## src/hdl/eare_pkg.sv

```systemverilog
// ----------------------------------------------------------------------------
// eare_pkg: shared types and constants of the encoder angle rpm estimator
// Holds the controller states, the command and status bundles between the
// controller and the datapath, and the fixed arithmetic constants.
// ----------------------------------------------------------------------------
package eare_pkg;

    // Default widths of the time stamp and the angle sample
    localparam int TIME_BITS_DEF  = 32;
    localparam int ANGLE_BITS_DEF = 12;

    // Register and result widths
    localparam int CFG_W = 16;
    localparam int RPM_W = 19;

    // Reset value of the minimum interval register
    localparam logic [CFG_W-1:0] MIN_INTERVAL_RST = 16'd50;

    // 60000 ms per minute times 256 for Q8
    localparam int Q8_MINUTE_W = 24;
    localparam logic [Q8_MINUTE_W-1:0] Q8_MINUTE = 24'd15360000;

    // Saturation limit of the speed in Q8 rpm
    localparam int RPM_LIMIT = 153600;

    // Divider: dividend is at most 7680000 (23 bits), divisor is a 24-bit time
    localparam int NUM_W = 23;
    localparam int DIV_W = 24;
    localparam int CNT_W = $clog2(NUM_W);

    typedef enum logic [2:0] {
        ST_IDLE,
        ST_EVAL,
        ST_MUL,
        ST_DIV,
        ST_FIN,
        ST_DONE
    } state_t;

    // Commands from the controller to the datapath
    typedef struct packed {
        logic capture;   // take the input beat and form elapsed time and angle change
        logic record;    // store angle and time as the new reference, set primed
        logic mark_upd;  // flag the item as producing a new estimate
        logic mul_load;  // form the dividend and load the divider
        logic div_step;  // one restoring division step
        logic fin;       // saturate, sign and store the new speed
        logic out_load;  // load the result beat into the output register
    } cmd_t;

    // Status from the datapath to the controller
    typedef struct packed {
        logic valid;      // captured sample was read correctly
        logic primed;     // a reference sample exists
        logic dt_ge_min;  // elapsed time reaches the minimum interval
        logic div_last;   // divider is on its final step
        logic out_free;   // output register can take a new beat
    } status_t;

endpackage

```

## src/hdl/eare_ctrl.sv

```systemverilog
// ----------------------------------------------------------------------------
// eare_ctrl: sequencing controller of the encoder angle rpm estimator
// Takes one input beat at a time, steps the datapath through evaluation,
// multiplication and serial division, and hands the result to the output.
// ----------------------------------------------------------------------------
module eare_ctrl
(
    input  logic              clk,
    input  logic              rst_n,
    input  logic              in_valid,
    output logic              in_ready,
    input  eare_pkg::status_t status,
    output eare_pkg::cmd_t    cmd
);

    eare_pkg::state_t state_reg;
    eare_pkg::state_t state_next;

    // Hold the state
    always_ff @(posedge clk or negedge rst_n)
    begin
        if (!rst_n)
        begin
            state_reg <= eare_pkg::ST_IDLE;
        end
        else
        begin
            state_reg <= state_next;
        end
    end

    // Next state and commands
    always_comb
    begin
        state_next = state_reg;
        cmd        = '0;
        in_ready   = 1'b0;
        case (state_reg)
            eare_pkg::ST_IDLE:
            begin
                in_ready = 1'b1;
                if (in_valid)
                begin
                    cmd.capture = 1'b1;
                    state_next  = eare_pkg::ST_EVAL;
                end
            end
            eare_pkg::ST_EVAL:
            begin
                if (!status.valid)
                begin
                    state_next = eare_pkg::ST_DONE;
                end
                else if (!status.primed)
                begin
                    cmd.record = 1'b1;
                    state_next = eare_pkg::ST_DONE;
                end
                else if (!status.dt_ge_min)
                begin
                    state_next = eare_pkg::ST_DONE;
                end
                else
                begin
                    cmd.record   = 1'b1;
                    cmd.mark_upd = 1'b1;
                    state_next   = eare_pkg::ST_MUL;
                end
            end
            eare_pkg::ST_MUL:
            begin
                cmd.mul_load = 1'b1;
                state_next   = eare_pkg::ST_DIV;
            end
            eare_pkg::ST_DIV:
            begin
                cmd.div_step = 1'b1;
                if (status.div_last)
                begin
                    state_next = eare_pkg::ST_FIN;
                end
            end
            eare_pkg::ST_FIN:
            begin
                cmd.fin    = 1'b1;
                state_next = eare_pkg::ST_DONE;
            end
            eare_pkg::ST_DONE:
            begin
                if (status.out_free)
                begin
                    cmd.out_load = 1'b1;
                    state_next   = eare_pkg::ST_IDLE;
                end
            end
            default:
            begin
                state_next = eare_pkg::ST_IDLE;
            end
        endcase
    end

endmodule

```

## src/hdl/eare_dpath.sv

```systemverilog
// ----------------------------------------------------------------------------
// eare_dpath: datapath of the encoder angle rpm estimator
// Holds the reference sample, the held speed and the minimum interval, forms
// elapsed time and wrapped angle change, and runs a restoring divider.
// ----------------------------------------------------------------------------
module eare_dpath
#(
    parameter int TIME_BITS  = eare_pkg::TIME_BITS_DEF,
    parameter int ANGLE_BITS = eare_pkg::ANGLE_BITS_DEF
)
(
    input  logic                             clk,
    input  logic                             rst_n,
    input  eare_pkg::cmd_t                   cmd,
    output eare_pkg::status_t                status,
    input  logic [TIME_BITS-1:0]             now_ms,
    input  logic [ANGLE_BITS-1:0]            angle,
    input  logic                             angle_valid,
    input  logic                             cfg_valid,
    output logic                             cfg_ready,
    input  logic [eare_pkg::CFG_W-1:0]       cfg_data,
    output logic                             out_valid,
    input  logic                             out_ready,
    output logic signed [eare_pkg::RPM_W-1:0] rpm_q8,
    output logic                             updated
);

    localparam int AW2    = ANGLE_BITS + 2;
    localparam int PROD_W = ANGLE_BITS + eare_pkg::Q8_MINUTE_W;
    localparam logic signed [AW2-1:0] A_HALF = AW2'(1) << (ANGLE_BITS - 1);
    localparam logic signed [AW2-1:0] A_FULL = AW2'(1) << ANGLE_BITS;

    // State with a defined reset
    logic [eare_pkg::CFG_W-1:0]        min_interval_reg, min_interval_next;
    logic [ANGLE_BITS-1:0]             prev_angle_reg, prev_angle_next;
    logic [TIME_BITS-1:0]              last_time_reg, last_time_next;
    logic signed [eare_pkg::RPM_W-1:0] held_speed_reg, held_speed_next;
    logic                              primed_reg, primed_next;
    logic                              out_valid_reg, out_valid_next;
    logic [eare_pkg::CNT_W-1:0]        cnt_reg, cnt_next;

    // Working payload
    logic [TIME_BITS-1:0]              now_reg, now_next;
    logic [ANGLE_BITS-1:0]             angle_reg, angle_next;
    logic                              valid_reg, valid_next;
    logic [TIME_BITS-1:0]              dt_reg, dt_next;
    logic signed [ANGLE_BITS:0]        diff_reg, diff_next;
    logic                              upd_reg, upd_next;
    logic [eare_pkg::NUM_W-1:0]        num_reg, num_next;
    logic [eare_pkg::DIV_W-1:0]        rem_reg, rem_next;
    logic [eare_pkg::DIV_W-1:0]        dvs_reg, dvs_next;
    logic signed [eare_pkg::RPM_W-1:0] rpm_q8_reg, rpm_q8_next;
    logic                              updated_reg, updated_next;

    // Combinational helpers
    logic signed [AW2-1:0]             raw_diff;
    logic signed [AW2-1:0]             wrap_diff;
    logic                              neg;
    logic [ANGLE_BITS:0]               mag_full;
    logic [ANGLE_BITS-1:0]             mag;
    logic [PROD_W-1:0]                 prod;
    logic [eare_pkg::DIV_W:0]          trial;
    logic [eare_pkg::DIV_W:0]          trial_sub;
    logic                              mag_zero;
    logic                              dt_big;
    logic [eare_pkg::NUM_W-1:0]        quot;
    logic [eare_pkg::RPM_W-1:0]        spd_mag;

    // Wrap the angle change into half a revolution either way
    always_comb
    begin
        raw_diff  = $signed({2'b00, angle}) - $signed({2'b00, prev_angle_reg});
        wrap_diff = raw_diff;
        if (raw_diff > A_HALF)
        begin
            wrap_diff = raw_diff - A_FULL;
        end
        else if (raw_diff < -A_HALF)
        begin
            wrap_diff = raw_diff + A_FULL;
        end
    end

    // Magnitude, dividend product and divider trial
    always_comb
    begin
        neg       = diff_reg[ANGLE_BITS];
        mag_full  = neg ? (ANGLE_BITS+1)'(-diff_reg) : (ANGLE_BITS+1)'(diff_reg);
        mag       = mag_full[ANGLE_BITS-1:0];
        prod      = PROD_W'(mag) * PROD_W'(eare_pkg::Q8_MINUTE);
        trial     = {rem_reg, num_reg[eare_pkg::NUM_W-1]};
        trial_sub = trial - {1'b0, dvs_reg};
        mag_zero  = (mag == '0);
        dt_big    = ((dt_reg >> eare_pkg::DIV_W) != '0);
    end

    // Saturate the quotient, or force it to zero for no angle change or a too long elapsed time
    always_comb
    begin
        quot = num_reg;
        if (mag_zero || dt_big)
        begin
            quot = '0;
        end
        else if (num_reg > eare_pkg::NUM_W'(eare_pkg::RPM_LIMIT))
        begin
            quot = eare_pkg::NUM_W'(eare_pkg::RPM_LIMIT);
        end
        spd_mag = eare_pkg::RPM_W'(quot);
    end

    // Next values
    always_comb
    begin
        min_interval_next = min_interval_reg;
        prev_angle_next   = prev_angle_reg;
        last_time_next    = last_time_reg;
        held_speed_next   = held_speed_reg;
        primed_next       = primed_reg;
        out_valid_next    = out_valid_reg;
        cnt_next          = cnt_reg;
        now_next          = now_reg;
        angle_next        = angle_reg;
        valid_next        = valid_reg;
        dt_next           = dt_reg;
        diff_next         = diff_reg;
        upd_next          = upd_reg;
        num_next          = num_reg;
        rem_next          = rem_reg;
        dvs_next          = dvs_reg;
        rpm_q8_next       = rpm_q8_reg;
        updated_next      = updated_reg;

        // Take the configuration beat
        if (cfg_valid)
        begin
            min_interval_next = cfg_data;
        end

        // Capture the input beat with elapsed time and angle change
        if (cmd.capture)
        begin
            now_next   = now_ms;
            angle_next = angle;
            valid_next = angle_valid;
            dt_next    = now_ms - last_time_reg;
            diff_next  = wrap_diff[ANGLE_BITS:0];
            upd_next   = 1'b0;
        end

        // Advance the reference sample
        if (cmd.record)
        begin
            prev_angle_next = angle_reg;
            last_time_next  = now_reg;
            primed_next     = 1'b1;
        end

        if (cmd.mark_upd)
        begin
            upd_next = 1'b1;
        end

        // Load the divider
        if (cmd.mul_load)
        begin
            num_next = eare_pkg::NUM_W'(prod >> ANGLE_BITS);
            rem_next = '0;
            dvs_next = eare_pkg::DIV_W'(dt_reg);
            cnt_next = eare_pkg::CNT_W'(eare_pkg::NUM_W - 1);
        end

        // One restoring step: shift in a dividend bit, subtract when it fits
        if (cmd.div_step)
        begin
            if (!trial_sub[eare_pkg::DIV_W])
            begin
                rem_next = trial_sub[eare_pkg::DIV_W-1:0];
                num_next = {num_reg[eare_pkg::NUM_W-2:0], 1'b1};
            end
            else
            begin
                rem_next = trial[eare_pkg::DIV_W-1:0];
                num_next = {num_reg[eare_pkg::NUM_W-2:0], 1'b0};
            end
            cnt_next = cnt_reg - 1'b1;
        end

        // Hold the new speed
        if (cmd.fin)
        begin
            held_speed_next = neg ? -$signed(spd_mag) : $signed(spd_mag);
        end

        // Drop the output beat once taken, load the next one
        if (out_ready)
        begin
            out_valid_next = 1'b0;
        end
        if (cmd.out_load)
        begin
            out_valid_next = 1'b1;
            rpm_q8_next    = held_speed_reg;
            updated_next   = upd_reg;
        end
    end

    // Control and model state
    always_ff @(posedge clk or negedge rst_n)
    begin
        if (!rst_n)
        begin
            min_interval_reg <= eare_pkg::MIN_INTERVAL_RST;
            prev_angle_reg   <= '0;
            last_time_reg    <= '0;
            held_speed_reg   <= '0;
            primed_reg       <= 1'b0;
            out_valid_reg    <= 1'b0;
            cnt_reg          <= '0;
        end
        else
        begin
            min_interval_reg <= min_interval_next;
            prev_angle_reg   <= prev_angle_next;
            last_time_reg    <= last_time_next;
            held_speed_reg   <= held_speed_next;
            primed_reg       <= primed_next;
            out_valid_reg    <= out_valid_next;
            cnt_reg          <= cnt_next;
        end
    end

    // Payload
    always_ff @(posedge clk)
    begin
        now_reg     <= now_next;
        angle_reg   <= angle_next;
        valid_reg   <= valid_next;
        dt_reg      <= dt_next;
        diff_reg    <= diff_next;
        upd_reg     <= upd_next;
        num_reg     <= num_next;
        rem_reg     <= rem_next;
        dvs_reg     <= dvs_next;
        rpm_q8_reg  <= rpm_q8_next;
        updated_reg <= updated_next;
    end

    // Status to the controller
    always_comb
    begin
        status.valid     = valid_reg;
        status.primed    = primed_reg;
        status.dt_ge_min = (dt_reg >= TIME_BITS'(min_interval_reg));
        status.div_last  = (cnt_reg == '0);
        status.out_free  = !out_valid_reg || out_ready;
    end

    assign cfg_ready = 1'b1;
    assign out_valid = out_valid_reg;
    assign rpm_q8    = rpm_q8_reg;
    assign updated   = updated_reg;

endmodule

```

## src/hdl/encoder_angle_rpm_estimator_unit.sv

```systemverilog
// ----------------------------------------------------------------------------
// encoder_angle_rpm_estimator_unit: speed of one wheel from absolute angle
// Turns millisecond-stamped absolute angle samples into a signed Q8 rpm
// estimate using a wrapped angle change and a serial divider.
// ----------------------------------------------------------------------------
// Use:
//   Input channel (in_valid/in_ready) carries now_ms, angle and angle_valid.
//   Output channel (out_valid/out_ready) returns one beat per input beat:
//   rpm_q8 and updated. Configuration channel (cfg_valid/cfg_ready, cfg_data)
//   writes min_interval_ms; cfg_ready is always high. Write it while idle.
//   One sample is worked on at a time; in_ready is high only when the
//   controller is idle.
//   A sample that gives a new estimate goes through evaluation, multiply,
//   23 one-bit steps of the restoring divider, saturation and output load
//   before out_valid; other samples go from evaluation straight to the
//   output load. The next sample is taken only after that output load.
//   The output register holds a finished beat while the receiver stalls; the
//   next sample is still accepted and worked on, and waits to load until the
//   output beat is taken.
//   Reset clears the reference sample, held speed and primed flag, sets the
//   minimum interval to 50 ms and empties the output register.
// ----------------------------------------------------------------------------
module encoder_angle_rpm_estimator_unit
#(
    parameter int TIME_BITS  = eare_pkg::TIME_BITS_DEF,
    parameter int ANGLE_BITS = eare_pkg::ANGLE_BITS_DEF
)
(
    input  logic                              clk,
    input  logic                              rst_n,
    input  logic                              in_valid,
    output logic                              in_ready,
    input  logic [TIME_BITS-1:0]              now_ms,
    input  logic [ANGLE_BITS-1:0]             angle,
    input  logic                              angle_valid,
    input  logic                              cfg_valid,
    output logic                              cfg_ready,
    input  logic [eare_pkg::CFG_W-1:0]        cfg_data,
    output logic                              out_valid,
    input  logic                              out_ready,
    output logic signed [eare_pkg::RPM_W-1:0] rpm_q8,
    output logic                              updated
);

    eare_pkg::cmd_t    cmd;
    eare_pkg::status_t status;

    eare_ctrl u_ctrl
    (
        .clk      (clk),
        .rst_n    (rst_n),
        .in_valid (in_valid),
        .in_ready (in_ready),
        .status   (status),
        .cmd      (cmd)
    );

    eare_dpath
    #(
        .TIME_BITS  (TIME_BITS),
        .ANGLE_BITS (ANGLE_BITS)
    )
    u_dpath
    (
        .clk         (clk),
        .rst_n       (rst_n),
        .cmd         (cmd),
        .status      (status),
        .now_ms      (now_ms),
        .angle       (angle),
        .angle_valid (angle_valid),
        .cfg_valid   (cfg_valid),
        .cfg_ready   (cfg_ready),
        .cfg_data    (cfg_data),
        .out_valid   (out_valid),
        .out_ready   (out_ready),
        .rpm_q8      (rpm_q8),
        .updated     (updated)
    );

    // One sample at a time: no new beat straight after an accepted one
    a_one_at_a_time: assert property (@(posedge clk) disable iff (!rst_n)
        (in_valid && in_ready) |=> !in_ready)
        else $error("input taken while a sample is in work");

    // A result is loaded only into a free output register
    a_load_free: assert property (@(posedge clk) disable iff (!rst_n)
        cmd.out_load |-> (!out_valid || out_ready))
        else $error("output beat overwritten");

    // The divider runs only while the input side is closed
    a_div_closed: assert property (@(posedge clk) disable iff (!rst_n)
        cmd.div_step |-> (!in_ready && !cmd.out_load))
        else $error("divider step outside a busy sample");

    // A delivered speed stays inside the saturation limits
    a_rpm_range: assert property (@(posedge clk) disable iff (!rst_n)
        out_valid |-> (rpm_q8 <= $signed(eare_pkg::RPM_W'(eare_pkg::RPM_LIMIT))
                       && rpm_q8 >= -$signed(eare_pkg::RPM_W'(eare_pkg::RPM_LIMIT))))
        else $error("speed beyond saturation limit");

endmodule

```

## config.mk

```make
export PLATFORM = sky130hd
export DESIGN_NAME = encoder_angle_rpm_estimator_unit
export DESIGN_NICKNAME = d
export VERILOG_FILES = /design/src/hdl/eare_pkg.sv /design/src/hdl/eare_ctrl.sv /design/src/hdl/eare_dpath.sv /design/src/hdl/encoder_angle_rpm_estimator_unit.sv
export SDC_FILE = /design/constraint.sdc
export NUM_CORES = 1
export LEC_CHECK = 0
export BUFFER_PORTS_ARGS = -buffer_cell sky130_fd_sc_hd__buf_2
export CAP_MARGIN = 20
export CORE_MARGIN = 3
export CORE_UTILIZATION = 37
export CTS_BUF_LIST = sky130_fd_sc_hd__clkbuf_4 sky130_fd_sc_hd__clkbuf_8
export DETAILED_ROUTE_END_ITERATION = 7
export HOLD_SLACK_MARGIN = 0.12
export PLACE_DENSITY_LB_ADDON = 0.15
export SYNTH_ARGS = -nofsm -noshare
export SYNTH_HDL_FRONTEND = slang
export SYNTH_SLANG_ARGS = --single-unit
export TNS_END_PERCENT = 5
```

## constraint.sdc

```tcl
create_clock -name clk -period 6.6 [get_ports clk]
set_input_delay 0.66 -clock clk [delete_from_list [all_inputs] [get_ports clk]]
set_output_delay 0.66 -clock clk [all_outputs]
set_load 0.02 [all_outputs]
```

==> results.json, run 1 <==
{
  "async_flop_share_pct": 32.8,
  "synth_most_common_cell": "inv_1",
  "dp_slack_ns": 0.160,
  "die_w_um": 218,
  "synth_top_area_share_pct": 32.8,
  "synth_cell_type_count": 83,
  "fin_skew_ns": 0.0485,
  "fmax_mhz": 160,
  "grt_start_max_net_pins": 55,
  "final_hold_viol_count": 0,
  "layout.cells.non_filler": 2296,
  "die_area_um2": 47400,
  "place_congestion": 0.829,
  "maxCapViolCount": 0,
  "cp-start-kind": "flop",
  "synth_area_um2": 16600,
  "ys_top_cells_by_area": "edfxtp_1, dfrtp_1, ha_1",
  "n_fill_cell": 4167,
  "ys_seq_area_share_pct": 46.4,
  "start_util_pct": 38.0,
  "cts_num_sinks": 271,
  "worstSetupPathType": "flop to flop",
  "vias_per_cell": 4.93,
  "dieHeight_um": 218,
  "slew_headroom_pct": 35.0,
  "drc_errors": 0,
  "wl_per_cell_um": 15.4,
  "drt-total-wl_um": 35300,
  "crit_fanout": 10,
  "syn_area_per_cell_um2": 10.8,
  "crit_required_ns": 6.97,
  "synth_edf_count": 181,
  "crit_arrival_ns": 6.63,
  "yosysWarnings": 0,
  "io_buffer_count": 87,
  "grt_overflow": 0,
  "clk_pin_slew_ns": 0.06,
  "synth_nets": 1793,
  "drive_gt1_share_pct": 16.1,
  "antenna_violating_nets_post_route": 0,
  "critPathCaptureType": "flop",
  "vias": 11300,
  "root_buffer": "clkbuf_8",
  "io_pins": 89,
  "antenna_found_initial": 2,
  "yosysTopAreaCell": "edfxtp_1",
  "final_nets": 1924,
  "fin_crit_sh_pct": 94.9,
  "worstMarginPinSlew_ns": 0.968,
  "tritoncts": "done",
  "status": "finished clean",
  "design.core.area_um2": 43600,
  "clk_latency_ns": 0.65,
  "fin_crit_ns": 6.26,
  "areaGrowthSynthToFinish_pct": 14.4,
  "setup_viol": 0,
  "gr-usage-all-layers_pct": 15.1,
  "yosys-top-cells-count": "inv_1, edfxtp_1, ha_1",
  "hpwl_um": 26100,
  "drt_pass1_iterations": 5,
  "slew_violations": 0,
  "drt_iter0_drc": 635,
  "cts_max_level": 2,
  "grt_pass1_wl_um": 58600,
  "synthCells": 1537,
  "synth_top_flop_cell": "edfxtp_1",
  "placed_cells": 2197,
  "final_util_pct": 43.5,
  "ys_seq_elements": 271,
  "grt_pass1_vias": 11700,
  "timing.final.ws_setup_ns": 0.336,
  "clk_path_buf_depth": 3,
  "cts_buffers": 50,
  "whs_ns": 0.209,
  "min_path_type": "input port to flop",
  "placementRows": 76
}
## placed cells by master (no fill, tap or decap), types with 25 or more instances in the layout
master and count:
nand2_1 119, buf_2 86, nand3_1 26, inv_1 182, o21ai_0 93, a21o_1 34
nor2_1 102, clkbuf_8 57, ha_1 153, dfrtp_1 86, a21oi_1 88, mux2_2 47
xnor2_1 70, edfxtp_1 181, nor3_1 25, fa_1 37, xor2_1 27
## path summary, 6_finish.rpt
path,from,endpoint,slack [ns],depth (start not counted)
max in group asynchronous,rst_n,u_dpath.held_speed_reg[8],4.94,3
min in group asynchronous,rst_n,u_dpath.last_time_reg[6],0.52,2
min reg2reg,u_dpath.held_speed_reg[18],u_dpath.rpm_q8[18],0.44,0
min,now_ms[4],u_dpath.now_reg[4],0.21,1
max reg2reg,u_dpath.diff_reg[2],u_dpath.num_reg[20],0.34,19
max,u_dpath.diff_reg[2],u_dpath.num_reg[20],0.34,19
## routing by layer
| metal | global-route usage [%] | up-vias | share of wire [%] | wire, µm |
|---|---|---|---|---|
| li1 | - | 5748 | - | - |
| met1 | 21.5 | 5301 | 50 | 17800 |
| met2 | 23.0 | 194 | 42 | 15000 |
| met3 | 2.95 | 66 | 4.5 | 1590 |
| met4 | 5.59 | 0 | 2.6 | 927 |
| met5 | 0 | - | 0 | 0 |
## area by class of cell
| class | instances | area [µm²] | area share, % |
|---|---|---|---|
| Antenna cell | 2 | 5.00 | 0.0264 |
| Timing Repair Buffer | 108 | 604 | 3.19 |
| Sequential cell | 271 | 7690 | 40.5 |
| Clock buffer | 80 | 957 | 5.05 |
| Multi-Input combinational cell | 1052 | 8110 | 42.8 |
| Tap cell | 585 | 732 | 3.86 |
| Clock inverter | 13 | 174 | 0.917 |
| Inverter | 185 | 697 | 3.67 |
## critical path, stage by stage, from the launching register on
cell and delay [ns]:
edfxtp_1 0.42, or3_1 0.45, nand2_1 0.11, xor2_1 0.65
inv_1 0.13, o21ai_0 0.30, fa_1 0.51, fa_1 0.56
fa_1 0.45, fa_1 0.54, inv_1 0.05, ha_1 0.39
nand4_1 0.17, nor2_1 0.18, a21oi_1 0.11, o41ai_2 0.43
a21oi_1 0.17, o21bai_1 0.17, xnor2_1 0.14, o21ai_0 0.08
## cells by family (layout without fill, tap and decap cells)
| group | after synthesis | count (layout) | share of synthesized area [%] |
|---|---|---|---|
| multiplexers | 61 | 61 | 4.06 |
| flip-flops | 271 | 271 | 46.4 |
| AO/OA/AOI/OAI | 339 | 339 | 13.1 |
| AND/OR/NAND/NOR | 363 | 363 | 10.4 |
| buffers and inverters | 214 | 386 | 4.89 |
| XOR/XNOR | 98 | 98 | 5.18 |
| other | 1 | 3 | 0.0226 |
| adder cells (fa/ha/maj) | 190 | 190 | 16.0 |
## repair_timing
action	4_1_cts	5_1_grt
buffers inserted	0	2
endpoints found under the hold margin	38	0
setup endpoints to repair	0	4
gates resized for setup	0	4
hold buffers	2	0
## through the flow
step | setup TNS [ns] | instance area (µm²)
floorplan | 0 | 16600
global placement | 0 | 17800
detailed placement | 0 | 17800
CTS | 0 | 18900
global route | -0.0238 | 19000
finish | 0 | 19000
Power of run 1 is not shown: default switching activity piles up to over one toggle a cycle in this logic, so the estimate is an artifact.
==> inputs of run 2 (changes only) <==
--- a/config.mk
+++ b/config.mk
@@ -13,6 +13,7 @@
 export DETAILED_ROUTE_END_ITERATION = 7
 export HOLD_SLACK_MARGIN = 0.12
 export PLACE_DENSITY_LB_ADDON = 0.15
+export RECOVER_POWER = 100
 export SYNTH_ARGS = -nofsm -noshare
 export SYNTH_HDL_FRONTEND = slang
 export SYNTH_SLANG_ARGS = --single-unit
==> run 2 against run 1 <==
The run now ends with capacitance limit, slew limit left. Highest routed layer unchanged. Critical endpoint unchanged. Critical path type unchanged. Cell area is 0.69% lower. Sequential share of layout area is 0.28 points higher. First-iteration DRC count decreased by 6.1%.
==> results.json, run 2 (same netlist as run 1, synthesis figures left out) <==
{
  "status": "finished with violations",
  "violations": "capacitance limit, slew limit",
  "die_w_um": 218,
  "crit_chain": "or3_1 > nand2_1 > xor2_1 > inv_1 > o21ai_0 > fa_1 > fa_1 > fa_1 > fa_1 > inv_1 > ha_1 > nand4_1 > nor2_1 > a21oi_1 > o41ai_2 > a21oi_1 > o21bai_1 > xnor2_1 > o21ai_0",
  "die_area_um2": 47400,
  "crit_arrival_ns": 6.64,
  "fin_skew_ns": 0.0471,
  "dieHeight_um": 218,
  "fmax_mhz": 159,
  "n_fill_cell": 4225,
  "mostFrequentLayoutCells": "inv_1, edfxtp_1, ha_1, nand2_1, nor2_1",
  "crit_required_ns": 6.97,
  "vias": 11300,
  "drive_gt1_share_pct": 11.4,
  "min_path_type": "input port to flop",
  "worstMarginPinSlew_ns": 3.12,
  "placed_cells": 2197,
  "cts_max_level": 2,
  "fin_crit_sh_pct": 95.1,
  "hpwl_um": 26100,
  "clk_latency_ns": 0.65,
  "final_hold_viol_count": 0,
  "grt_pass1_vias": 11700,
  "antenna_violating_nets_post_route": 0,
  "cts_buffers": 50,
  "antenna_found_initial": 2,
  "worstSetupPathType": "flop to flop",
  "layout.cells.non_filler": 2296,
  "io_pins": 89,
  "drc_errors": 0,
  "clk_path_buf_depth": 3,
  "gr-usage-all-layers_pct": 15.1,
  "final_nets": 1924,
  "slew_headroom_pct": -108,
  "setup_viol": 0,
  "grt_start_max_net_pins": 55,
  "start_util_pct": 38.0,
  "crit_path_top_delay_cell": "xor2_1",
  "io_buffer_count": 87,
  "grt_overflow": 0,
  "crit_fanout": 10,
  "path_common_cell": "fa_1",
  "root_buffer": "clkbuf_8",
  "drt-total-wl_um": 35400,
  "regArea_um2": 7690,
  "tritoncts": "done",
  "final_common_cell": "inv_1",
  "vias_per_cell": 4.93,
  "areaGrowthSynthToFinish_pct": 13.7,
  "cts_num_sinks": 271,
  "fin_crit_ns": 6.28,
  "slew_violations": 285,
  "cp_slowest_stage_delay_ns": 0.65,
  "critPathCaptureType": "flop",
  "multi_input_area_um2": 8100,
  "cp-start-kind": "flop",
  "drt_pass1_iterations": 5,
  "clk_pin_slew_ns": 0.06,
  "r2r_cells": 19,
  "drt_iter0_drc": 596,
  "maxCapViolCount": 6,
  "grt_pass1_wl_um": 58600,
  "place_congestion": 0.829,
  "whs_path_depth": 1,
  "design.core.area_um2": 43600,
  "wl_per_cell_um": 15.4,
  "placementRows": 76
}
-- run 2: worst paths after layout --
path                                     startpoint  slack (ns)                  endpoint
worst min register to register      u_dpath.upd_reg        0.44           u_dpath.updated
worst max-delay path            u_dpath.diff_reg[2]        0.32       u_dpath.num_reg[20]
worst min-delay path                      now_ms[4]        0.23        u_dpath.now_reg[4]
max in group asynchronous                     rst_n        1.72        u_dpath.cnt_reg[2]
worst max register to register  u_dpath.diff_reg[2]        0.32       u_dpath.num_reg[20]
min in group asynchronous                     rst_n        1.17  u_dpath.last_time_reg[6]
-- run 2: final cells by class --
cell class | instances | area share, %
Clock inverter | 13 | 0.923
Tap cell | 585 | 3.89
Sequential cell | 271 | 40.8
Timing Repair Buffer | 108 | 2.60
Antenna cell | 2 | 0.0266
Clock buffer | 80 | 5.08
Inverter | 185 | 3.69
Multi-Input combinational cell | 1052 | 43.0
-- run 2: per-layer routing --
layer | GRT usage, % | wire (µm) | part of all wire (%) | vias to the layer above
met5 | 0 | 0 | 0 | -
met4 | 5.59 | 941 | 2.7 | 0
met3 | 2.95 | 1560 | 4.4 | 68
met2 | 23.0 | 15000 | 42 | 191
met1 | 21.5 | 17900 | 51 | 5310
li1 | - | - | - | 5741
-- run 2: timing repair --
action / CTS / global route
endpoints found under the setup margin: 0 / 4
setup buffers: 0 / 2
resized for setup: 0 / 4
hold buffers: 2 / 0
hold endpoints to repair: 38 / 0
-- run 2: through the flow --
stage | cell area [µm²] | utilization, % | hold WS [ns] | setup slack [ns] | setup TNS [ns]
finish | 18800 | 43.2 | 0.228 | 0.325 | 0
global route | 18800 | 43.2 | 0.198 | -0.0238 | -0.0242
CTS | 18900 | 43.4 | 0.140 | 0.165 | 0
detailed placement | 17800 | 40.7 | 0.435 | 0.160 | 0
global placement | 17800 | 40.7 | 0.426 | 0.314 | 0
floorplan | 16600 | - | 0.364 | 0.507 | 0
-- run 2: critical path: cells and delay by family, from the launching register on --
family / cells / cell delay (ns)
flip-flops: 1 / 0.43
AND/OR/NAND/NOR: 4 / 0.92
buffers and inverters: 2 / 0.18
XOR/XNOR: 2 / 0.79
adder cells (fa/ha/maj): 5 / 2.45
AO/OA/AOI/OAI: 6 / 1.27
Power of run 2 is left out for the same reason.
==> inputs of run 3 (changes only) <==
--- a/config.mk
+++ b/config.mk
@@ -7,9 +7,11 @@
 export LEC_CHECK = 0
 export BUFFER_PORTS_ARGS = -buffer_cell sky130_fd_sc_hd__buf_2
 export CAP_MARGIN = 20
+export CORE_ASPECT_RATIO = 0.6
 export CORE_MARGIN = 3
 export CORE_UTILIZATION = 37
 export CTS_BUF_LIST = sky130_fd_sc_hd__clkbuf_4 sky130_fd_sc_hd__clkbuf_8
+export CTS_CLUSTER_DIAMETER = 40
 export DETAILED_ROUTE_END_ITERATION = 7
 export HOLD_SLACK_MARGIN = 0.12
 export PLACE_DENSITY_LB_ADDON = 0.15
==> run 3 against run 2 <==
The run still ends with capacitance limit, slew limit left. Fmax is 2.6% higher. Sequential share of layout area rose by 0.32 points. First-iteration DRC count up 10%. Wire length is 6.1% higher. Cell area shrank 0.77%. Critical path type unchanged. Worst setup slack improved by 0.16 ns. Via count about the same. Critical path depth up 3. Clock skew decreased by 0.022 ns. Cell count fell by 0.70%. Die area up 0.18%. Global-route usage increased by 0.96 points.
==> results.json, run 3 (same netlist as run 1, synthesis figures left out) <==
{
  "io_buffer_count": 87,
  "grt_start_max_net_pins": 62,
  "regArea_um2": 7690,
  "final_hold_viol_count": 0,
  "fmax_mhz": 164,
  "slew_headroom_pct": -142,
  "drt_iter0_drc": 657,
  "crit_fanout": 24,
  "die_area_um2": 47500,
  "die_w_um": 279,
  "drt-total-wl_um": 37600,
  "setup_viol": 0,
  "crit_required_ns": 6.93,
  "start_util_pct": 37.9,
  "cts_num_sinks": 271,
  "fin_skew_ns": 0.0255,
  "antenna_violating_nets_post_route": 0,
  "final_util_pct": 42.7,
  "areaGrowthSynthToFinish_pct": 12.8,
  "grt_pass1_vias": 11300,
  "grt_overflow": 0,
  "wl_per_cell_um": 16.5,
  "grt_pass1_wl_um": 61600,
  "maxCapViolCount": 8,
  "violations": "capacitance limit, slew limit",
  "clk_pin_slew_ns": 0.06,
  "mostFrequentLayoutCells": "inv_1, edfxtp_1, ha_1, nand2_1, nor2_1",
  "cp-start-kind": "flop",
  "worstSetupPathType": "flop to flop",
  "drt_pass1_iterations": 5,
  "drive_gt1_share_pct": 10.9,
  "path_common_cell": "fa_1",
  "place_congestion": 0.840,
  "multi_input_area_um2": 8090,
  "slew_violations": 314,
  "clk_latency_ns": 0.58,
  "cts_buffers": 46,
  "root_buffer": "clkbuf_8",
  "clk_path_buf_depth": 3,
  "crit_arrival_ns": 6.44,
  "critical_path_buf_inv_count": 4,
  "diodes": 0,
  "vias_per_cell": 4.96,
  "critPathCaptureType": "flop",
  "dieHeight_um": 170,
  "vias": 11300,
  "final_common_cell": "inv_1",
  "fin_setup_tns_ns": 0,
  "status": "finished with violations",
  "io_pins": 89,
  "fin_crit_ns": 6.11,
  "min_path_type": "input port to flop",
  "drc_errors": 0,
  "design.core.area_um2": 43800,
  "gr-usage-all-layers_pct": 16.1,
  "placementRows": 59,
  "cts_max_level": 2,
  "cp_slowest_stage_delay_ns": 0.55,
  "crit_path_top_delay_cell": "edfxtp_1",
  "crit_family": "adder cells",
  "tritoncts": "done",
  "fin_crit_sh_pct": 92.6,
  "crit_chain": "buf_4 > nand2_1 > o21ai_2 > inv_1 > fa_1 > xnor2_1 > ha_1 > inv_1 > fa_1 > fa_1 > fa_1 > inv_1 > ha_1 > a21o_1 > a21o_1 > a2111o_1 > a21oi_1 > o41ai_2 > a21oi_1 > o21bai_1 > xnor2_1 > o21ai_0",
  "worstMarginPinSlew_ns": 3.63,
  "rsz0062_at_grt": "no",
  "hpwl_um": 28100,
  "n_fill_cell": 4242,
  "final_nets": 1921,
  "antenna_found_initial": 0
}
==> run 3: stage by stage <==
stage	cells	instance area [µm²]	hold WS, ns	setup WS [ns]
6_report	2280	18700	0.279	0.486
5_1_grt	2280	18700	0.240	0.0798
4_1_cts	2276	18800	0.232	0.0227
3_5_place_dp	2191	17800	0.438	0.0373
3_3_place_gp	2191	17800	0.435	0.244
2_1_floorplan	1537	16600	0.364	0.507
==> run 3: area by class of cell <==
class                   count  area share (%)
clock buffers              72            4.63
inverters                 185            3.72
flip-flops and latches    271            41.1
repair buffers            109            2.64
multi-input cells        1052            43.3
clock inverters            12           0.750
well taps                 579            3.88
==> run 3: final timing paths <==
kind                                            from                         end  slack, ns  depth (start not counted)
max in group asynchronous                      rst_n  u_dpath.held_speed_reg[18]       1.28                          3
hold reg to reg            u_dpath.held_speed_reg[9]           u_dpath.rpm_q8[9]       0.45                          0
hold / removal                             now_ms[4]          u_dpath.now_reg[4]       0.28                          1
setup / recovery                u_dpath.diff_reg[12]         u_dpath.num_reg[20]       0.49                         22
min in group asynchronous                      rst_n   u_dpath.last_time_reg[19]       1.10                          2
setup reg to reg                u_dpath.diff_reg[12]         u_dpath.num_reg[20]       0.49                         22
==> run 3: layer usage <==
layer	global-route usage, %	wire length (µm)
met1	26.9	21500
met2	20.5	13200
met3	3.66	2370
met4	3.15	546
met5	0	0
==> run 3: worst reg2reg max path, cell delays in order, from the launching register on <==
cell      delay, ns
edfxtp_1       0.55
buf_4          0.34
nand2_1        0.12
o21ai_2        0.14
inv_1          0.14
fa_1           0.50
xnor2_1        0.16
ha_1           0.27
inv_1          0.05
fa_1           0.52
fa_1           0.44
fa_1           0.52
inv_1          0.05
ha_1           0.38
a21o_1         0.19
a21o_1         0.19
a2111o_1       0.41
a21oi_1        0.21
o41ai_2        0.12
a21oi_1        0.25
o21bai_1       0.12
xnor2_1        0.14
o21ai_0        0.08
==> run 3: what timing repair did <==
item	CTS	global route
endpoints found under the setup margin	0	6
hold buffers	1	0
setup buffers	0	3
gates resized for setup	0	4
hold endpoints to repair	28	0
Power of run 3 is left out for the same reason.
